### src/sv/snc_pkg.sv
// ----------------------------------------------------------------------------
// snc_pkg
// shared constants and types for the 8.3 short-name canonicalizer
// ----------------------------------------------------------------------------
`default_nettype none

package snc_pkg;

  localparam int BASE_CHARS = 8;
  localparam int EXT_CHARS  = 3;

  localparam int BASE_SLOTS = 8;
  localparam int EXT_SLOTS  = 3;

  localparam int BASE_COUNT_W = $clog2(BASE_SLOTS + 1);
  localparam int EXT_COUNT_W  = $clog2(EXT_SLOTS + 1);

  typedef logic [7:0] char_t;
  typedef logic [BASE_COUNT_W-1:0] base_count_t;
  typedef logic [EXT_COUNT_W-1:0] ext_count_t;

  localparam char_t NUL_CHAR        = 8'h00;
  localparam char_t SPACE_CHAR      = 8'h20;
  localparam char_t DOT_CHAR        = 8'h2e;
  localparam char_t UNDERSCORE_CHAR = 8'h5f;
  localparam char_t HYPHEN_CHAR     = 8'h2d;
  localparam char_t CASE_OFFSET     = 8'h20;
  localparam char_t LOWER_A         = 8'h61;
  localparam char_t LOWER_Z         = 8'h7a;
  localparam char_t UPPER_A         = 8'h41;
  localparam char_t UPPER_Z         = 8'h5a;
  localparam char_t DIGIT_0         = 8'h30;
  localparam char_t DIGIT_9         = 8'h39;

  localparam logic STATUS_OK      = 1'b0;
  localparam logic STATUS_INVALID = 1'b1;

  localparam logic [8*BASE_SLOTS-1:0] BASE_BLANK = {BASE_SLOTS{SPACE_CHAR}};
  localparam logic [8*EXT_SLOTS-1:0]  EXT_BLANK  = {EXT_SLOTS{SPACE_CHAR}};

  function automatic char_t fold_case(input char_t c);
    fold_case = (c >= LOWER_A && c <= LOWER_Z) ? char_t'(c - CASE_OFFSET) : c;
  endfunction

  function automatic logic char_ok(input char_t c);
    char_ok = (c >= UPPER_A && c <= UPPER_Z) || (c >= DIGIT_0 && c <= DIGIT_9) ||
              c == UNDERSCORE_CHAR || c == HYPHEN_CHAR;
  endfunction

endpackage

`default_nettype wire

### src/sv/short_name_canonicalizer.sv
// ----------------------------------------------------------------------------
// short_name_canonicalizer
// builds an upper-case, space-padded 8.3 short name from a byte stream
// ----------------------------------------------------------------------------
// One name byte is taken per beat and a new byte can be accepted every clock
// cycle, unless a closing byte waits for the result register. Each byte first
// lands in an input register, from which it updates the name state
// (base/extension counts, dot and error flags, the eleven stored characters).
// A zero byte closes the name and loads the result register in that same
// cycle; its result passes the input register, then the result register.
// Only a closing byte waits for a full result register to drain; other bytes
// keep flowing while a result is held. Invalid names report all-space fields.
// ----------------------------------------------------------------------------
`default_nettype none

module short_name_canonicalizer
  import snc_pkg::*;
(
  input  wire logic        clk,
  input  wire logic        rst,
  input  wire logic        name_valid,
  output logic             name_ready,
  input  wire logic [7:0]  name_byte,
  output logic             result_valid,
  input  wire logic        result_ready,
  output logic             status,
  output logic [63:0]      base_name,
  output logic [23:0]      extension_name
);

  // input register
  logic  byte_valid;
  char_t byte_q;

  // name state
  char_t       base_store [BASE_SLOTS];
  char_t       ext_store  [EXT_SLOTS];
  base_count_t base_count;
  ext_count_t  ext_count;
  logic        in_ext;
  logic        failed;

  char_t       base_store_next [BASE_SLOTS];
  char_t       ext_store_next  [EXT_SLOTS];
  base_count_t base_count_next;
  ext_count_t  ext_count_next;
  logic        in_ext_next;
  logic        failed_next;

  logic        is_term;
  logic        fire;
  logic        bad;
  char_t       folded;
  logic [63:0] base_pack;
  logic [23:0] ext_pack;

  assign is_term    = (byte_q == NUL_CHAR);
  assign fire       = byte_valid && (!is_term || !result_valid || result_ready);
  assign name_ready = !byte_valid || fire;
  assign folded     = fold_case(byte_q);
  assign bad        = failed || (base_count == '0 && !in_ext);

  always_comb begin
    for (int i = 0; i < BASE_SLOTS; i++) begin
      base_pack[8*i +: 8] = base_store[i];
    end
    for (int i = 0; i < EXT_SLOTS; i++) begin
      ext_pack[8*i +: 8] = ext_store[i];
    end
  end

  always_comb begin
    base_store_next = base_store;
    ext_store_next  = ext_store;
    base_count_next = base_count;
    ext_count_next  = ext_count;
    in_ext_next     = in_ext;
    failed_next     = failed;
    if (fire) begin
      if (is_term) begin
        for (int i = 0; i < BASE_SLOTS; i++) begin
          base_store_next[i] = SPACE_CHAR;
        end
        for (int i = 0; i < EXT_SLOTS; i++) begin
          ext_store_next[i] = SPACE_CHAR;
        end
        base_count_next = '0;
        ext_count_next  = '0;
        in_ext_next     = 1'b0;
        failed_next     = 1'b0;
      end else if (!failed) begin
        if (byte_q == DOT_CHAR) begin
          if (in_ext || base_count == '0) begin
            failed_next = 1'b1;
          end else begin
            in_ext_next = 1'b1;
          end
        end else if (!char_ok(folded)) begin
          failed_next = 1'b1;
        end else if (!in_ext) begin
          if (base_count >= BASE_COUNT_W'(BASE_CHARS)) begin
            failed_next = 1'b1;
          end else begin
            for (int i = 0; i < BASE_SLOTS; i++) begin
              if (base_count == BASE_COUNT_W'(i)) begin
                base_store_next[i] = folded;
              end
            end
            base_count_next = BASE_COUNT_W'(base_count + 1'b1);
          end
        end else begin
          if (ext_count >= EXT_COUNT_W'(EXT_CHARS)) begin
            failed_next = 1'b1;
          end else begin
            for (int i = 0; i < EXT_SLOTS; i++) begin
              if (ext_count == EXT_COUNT_W'(i)) begin
                ext_store_next[i] = folded;
              end
            end
            ext_count_next = EXT_COUNT_W'(ext_count + 1'b1);
          end
        end
      end
    end
  end

  always_ff @(posedge clk) begin
    if (rst) begin
      byte_valid <= 1'b0;
    end else if (name_valid && name_ready) begin
      byte_valid <= 1'b1;
    end else if (fire) begin
      byte_valid <= 1'b0;
    end
  end

  always_ff @(posedge clk) begin
    if (name_valid && name_ready) begin
      byte_q <= name_byte;
    end
  end

  always_ff @(posedge clk) begin
    if (rst) begin
      for (int i = 0; i < BASE_SLOTS; i++) begin
        base_store[i] <= SPACE_CHAR;
      end
      for (int i = 0; i < EXT_SLOTS; i++) begin
        ext_store[i] <= SPACE_CHAR;
      end
      base_count <= '0;
      ext_count  <= '0;
      in_ext     <= 1'b0;
      failed     <= 1'b0;
    end else begin
      base_store <= base_store_next;
      ext_store  <= ext_store_next;
      base_count <= base_count_next;
      ext_count  <= ext_count_next;
      in_ext     <= in_ext_next;
      failed     <= failed_next;
    end
  end

  // result register
  always_ff @(posedge clk) begin
    if (rst) begin
      result_valid <= 1'b0;
    end else if (fire && is_term) begin
      result_valid <= 1'b1;
    end else if (result_ready) begin
      result_valid <= 1'b0;
    end
  end

  always_ff @(posedge clk) begin
    if (fire && is_term) begin
      status         <= bad ? STATUS_INVALID : STATUS_OK;
      base_name      <= bad ? BASE_BLANK : base_pack;
      extension_name <= bad ? EXT_BLANK : ext_pack;
    end
  end

  a_base_bound: assert property (@(posedge clk) disable iff (rst)
    base_count <= BASE_COUNT_W'(BASE_CHARS))
    else $error("base count beyond limit");

  a_ext_only_after_dot: assert property (@(posedge clk) disable iff (rst)
    !in_ext |-> ext_count == '0)
    else $error("extension chars without a dot");

  a_clear_after_term: assert property (@(posedge clk) disable iff (rst)
    fire && is_term |=> base_count == '0 && !in_ext && !failed && result_valid)
    else $error("state not cleared after terminator");

  a_invalid_blank: assert property (@(posedge clk) disable iff (rst)
    result_valid && status == STATUS_INVALID |->
      base_name == BASE_BLANK && extension_name == EXT_BLANK)
    else $error("invalid result carries characters");

  a_term_waits: assert property (@(posedge clk) disable iff (rst)
    result_valid && !result_ready && byte_valid && is_term |-> !fire)
    else $error("terminator overwrote held result");

endmodule

`default_nettype wire
### config.mk
export PLATFORM = sky130hd
export DESIGN_NAME = short_name_canonicalizer
export DESIGN_NICKNAME = d
export VERILOG_FILES = /design/src/sv/snc_pkg.sv /design/src/sv/short_name_canonicalizer.sv
export SDC_FILE = /design/constraint.sdc
export NUM_CORES = 1
export LEC_CHECK = 0
export BUFFER_PORTS_ARGS = -buffer_cell sky130_fd_sc_hd__buf_2
export CELL_PAD_IN_SITES_DETAIL_PLACEMENT = 0
export CELL_PAD_IN_SITES_GLOBAL_PLACEMENT = 2
export CORE_ASPECT_RATIO = 1.4
export CORE_UTILIZATION = 35
export DETAILED_ROUTE_END_ITERATION = 8
export PLACE_DENSITY = 0.81
export SYNTH_ARGS = -nofsm -noshare
export SYNTH_HDL_FRONTEND = slang
export SYNTH_SLANG_ARGS = --single-unit
### constraint.sdc
create_clock -name clk -period 3.76 [get_ports clk]
set_input_delay 0.188 -clock clk [delete_from_list [all_inputs] [get_ports clk]]
set_output_delay 0.188 -clock clk [all_outputs]
set_load 0.005 [all_outputs]
==> out/qor.csv <==
stage;metric;value;unit
worst_setup_path;RR Startpoint;byte_q[7];
power;pwr/cell area;454.8;nW/um2
power;Max VDD drop;0.0002949;V
sta;Final Hold Fails;0;
yosys;number of synthesized flops with an enable pin;97;
final_layout;filler instances;2062;
clocking;CTS Buffer Depth;2;
placed_design;IO buf count;102;
global_route;met2 GRT Util;29.10;%
worst_setup_path;CP top delay family;simple AND/OR/NAND/NOR gates;
global_route;GR Util met1;18.16;%
yosys;synthesized net count;663;
worst_setup_path;reg-to-reg slack, setup;0.91;ns
worst_setup_path;Worst setup SP type;flip-flop;
yosys;synthesized area;7775;um2
final_layout;share of layout cells above drive strength 1;22.32;%
yosys;top-count cell post-synth;dfxtp_1;
min_path;worst hold-check path type;input port to flip-flop;
detailed_routing;drt total wl;17390;um
worst_setup_path;worst r2r dst;base_pack[32];
run_status;run status;finished clean;
die;IO Pins;103;
clocking;Worst-path clk slew;0.07;ns
sta;RSZ-0062 raised after global routing;false;
worst_setup_path;critical path data arrival time;3.13;ns
run;max-cap check violation count;0;
worst_setup_path;Max FO, Critical Path;18;
global_route;initial antenna violation count;0;
yosys;Synth Instances;642;
sta;worst clock skew;0.008286;ns
worst_setup_path;crit path cell chain;or4_4, nor3_4, o22ai_4, nor3b_4, a41oi_4, mux2i_1;
final_layout;diode count;0;
worst_setup_path;Critical Path End Type;flip-flop;
detailed_routing;total number of vias;4976;
min_path;Hold Path Origin;result_ready;
detailed_routing;via/cell ratio;4.721;
sta;fin. max-slew vios;0;
worst_setup_path;required time worst endpoint;4.03;ns
yosys;yosys warns;0;
sta;PnR worst setup slack;0.9065;ns
worst_setup_path;Bufs and invs on worst path;0;
power;Leak;4.046;nW
worst_setup_path;Crit Path Class;flip-flop to flip-flop;
die;Die Area;22820;um2
final_layout;final instance area;9271;um2
die;Die Y;178.4;um
clocking;Post-CTS Setup Bufs;0;
clocking;Clk Latency, worst-skew pair;0.43;ns
clocking;CTS tree;done;
global_route;gr busiest metal;met2;
global_route;grt ovf;0;
detailed_routing;post-route ant nets;0;
worst_setup_path;Worst path slowest cell;edfxtp_1;
yosys;flops & latches, synth;195;
placed_design;dpl ws;0.9264;ns
yosys;register area share after synthesis;62.70;%
final_layout;Final Net Count;765;
detailed_routing;WL/cell;16.50;um
detailed_routing;number of remaining DRC errors;0;
worst_setup_path;R2R depth;6;
die;initial core utilization;35.57;%
sta;worst slew pin tran;1.047;ns
die;# rows;64;
placed_design;hpwl dp;12000;um
final_layout;Layout area overhead;19.25;%
yosys;predominant post-synthesis flop cell;dfxtp_1;
sta;final setup TNS;0;ns
clocking;clk root buf;clkbuf_16;
yosys;post-synth top area share;37.46;%
clocking;H-tree depth;4;
sta;final setup vio count;0;
global_route;largest net degree at the start of global routing;70;
clocking;CTS buffer count;17;
detailed_routing;1st-iter DRT viols;275;
sta;fin crit share;75.89;%
worst_setup_path;delay of the slowest cell on the worst path;0.66;ns
sta;f_max;0.3505;GHz
detailed_routing;Pre-Repair DR Iteration Count;5;
clocking;clock tree sinks;195;
yosys;async set-reset flop share out of synthesis;0;%
placed_design;RePlAce Congestion;0.8044;
min_path;Hold Path Sink;byte_valid;
yosys;Netlist cell types;56;
die;Die Wd;128.0;um
min_path;hold depth;4;
global_route;first-pass GRT wire length;27400;um
yosys;synth top area cells;edfxtp_1 37%, dfxtp_1 25%, mux2i_1 10%, and2_1 6.2%, nand2_1 4.3%;
sta;relative slew slack;29.91;%
global_route;vias in the first global route;5112;
placed_design;dpl cell area;8598;um2
global_route;routing usage on met3;3.449;%
yosys;top post-synthesis cells by count;98 x dfxtp_1, 97 x edfxtp_1, 90 x nand2_1;
global_route;All-Layer GR Usage;16.11;%
sta;Final Critical Period;2.853;ns
die;Core Area;21860;um2
final_layout;final core utilization;42.41;%
yosys;post-synth top area cell;edfxtp_1;
clocking;post-CTS sizing;0;
yosys;Syn Area/Cell;12.11;um2
==> layout by cell type (no fill, tap or decap), drive strengths merged, types with 2 or more instances in the layout <==
cell	netlist	layout
buf	9	111
dfxtp	98	98
edfxtp	97	97
nand2	90	90
mux2i	78	78
and2	77	77
nor2	26	26
a21oi	20	20
clkbuf	28	18
inv	12	16
or3	13	13
o21ai	11	11
nor3	10	10
nand2b	9	9
ha	9	9
dlygate4sd3	0	9
nand3	7	7
clkinv	0	6
nor4	5	5
a31oi	5	5
and3	4	4
nor2b	3	3
or4	2	2
a211oi	2	2
o21a	2	2
nand4	2	2
clkinvlp	0	2
bufinv	0	2
nor3b	2	2
mux2	2	2
a41oi	2	2
==> kinds of logic (layout without fill, tap and decap cells) <==
kind of cell    after synthesis  count (layout)  share of synthesized area [%]
simple gates                255             255                          17.19
flops                       195             195                          62.70
mux                          80              80                          10.33
compound gates               54              54                          5.826
buf+inv                      49             164                          2.510
fa+ha+maj                     9               9                          1.448
==> metrics by stage <==
| stage | power [mW] | std cells | hold slack (ns) |
|---|---|---|---|
| floorplan | 2.398 | 642 | 0.2869 |
| global placement | 2.454 | 1013 | 0.3657 |
| detailed placement | 2.457 | 1013 | 0.3661 |
| CTS | 4.259 | 1054 | 0.1569 |
| global route | 4.351 | 1054 | 0.2109 |
| finish | 4.217 | 1054 | 0.1765 |
==> metal layers <==
metal  vias to the layer above  routed length [um]
li1                       2439                   -
met1                      2416                7258
met2                        98                9038
met3                        23                 653
met4                         0                 438
met5                         -                   0
==> what timing repair did <==
item                                   CTS  global route
setup endpoints to repair                0             0
hold buffers                             9             0
endpoints found under the hold margin    9             0
==> how the worst max path moves through the flow <==
stage               startpoint             to  slack, ns  cells past startpoint
detailed placement   byte_q[7]  base_pack[32]       0.93                      6
global route         byte_q[7]  base_pack[32]       0.75                      6
CTS                  byte_q[7]  base_pack[32]       0.89                      6
global placement     byte_q[7]  base_pack[32]       1.02                      6
floorplan            byte_q[5]  base_pack[14]       0.45                      7
finish               byte_q[7]  base_pack[32]       0.91                      6
==> sequential cells by signal, indices dropped and copies added (netlist names) <==
| name | cells |
|---|---|
| failed | 1 |
| byte_q | 8 |
| in_ext | 1 |
| base_pack | 64 |
| ext_count | 2 |
| base_name | 64 |
| base_count | 4 |
| byte_valid | 1 |
| result_valid | 1 |
| status | 1 |
| extension_name | 24 |
| ext_pack | 24 |
==> area by class of cell <==
type                       instances  area (um2)  share of cell area [%]
multi-input combinational        398        2729                   29.43
sequential                       195        4875                   52.58
clock inverter                    14       153.9                   1.660
inverter                          12       45.04                  0.4858
tap                              297       371.6                   4.008
clock buffer                      18       429.2                   4.629
timing repair buffer             120       668.1                   7.206
==> worst min-delay path, delay by kind of cell <==
| kind | cells | cell delay [ns] |
|---|---|---|
| simple gates | 2 | 0.23 |
| buf+inv | 1 | 0.08 |
| compound gates | 1 | 0.07 |
==> power breakdown <==
group / switching (mW) / leakage, nW / internal [mW]
Combinational: 0.114 / 1.96 / 0.0508
Clock: 0.814 / 0.279 / 0.989
Sequential: 0.0275 / 1.81 / 2.22
Note: power is estimated with default switching activity, not from simulation.
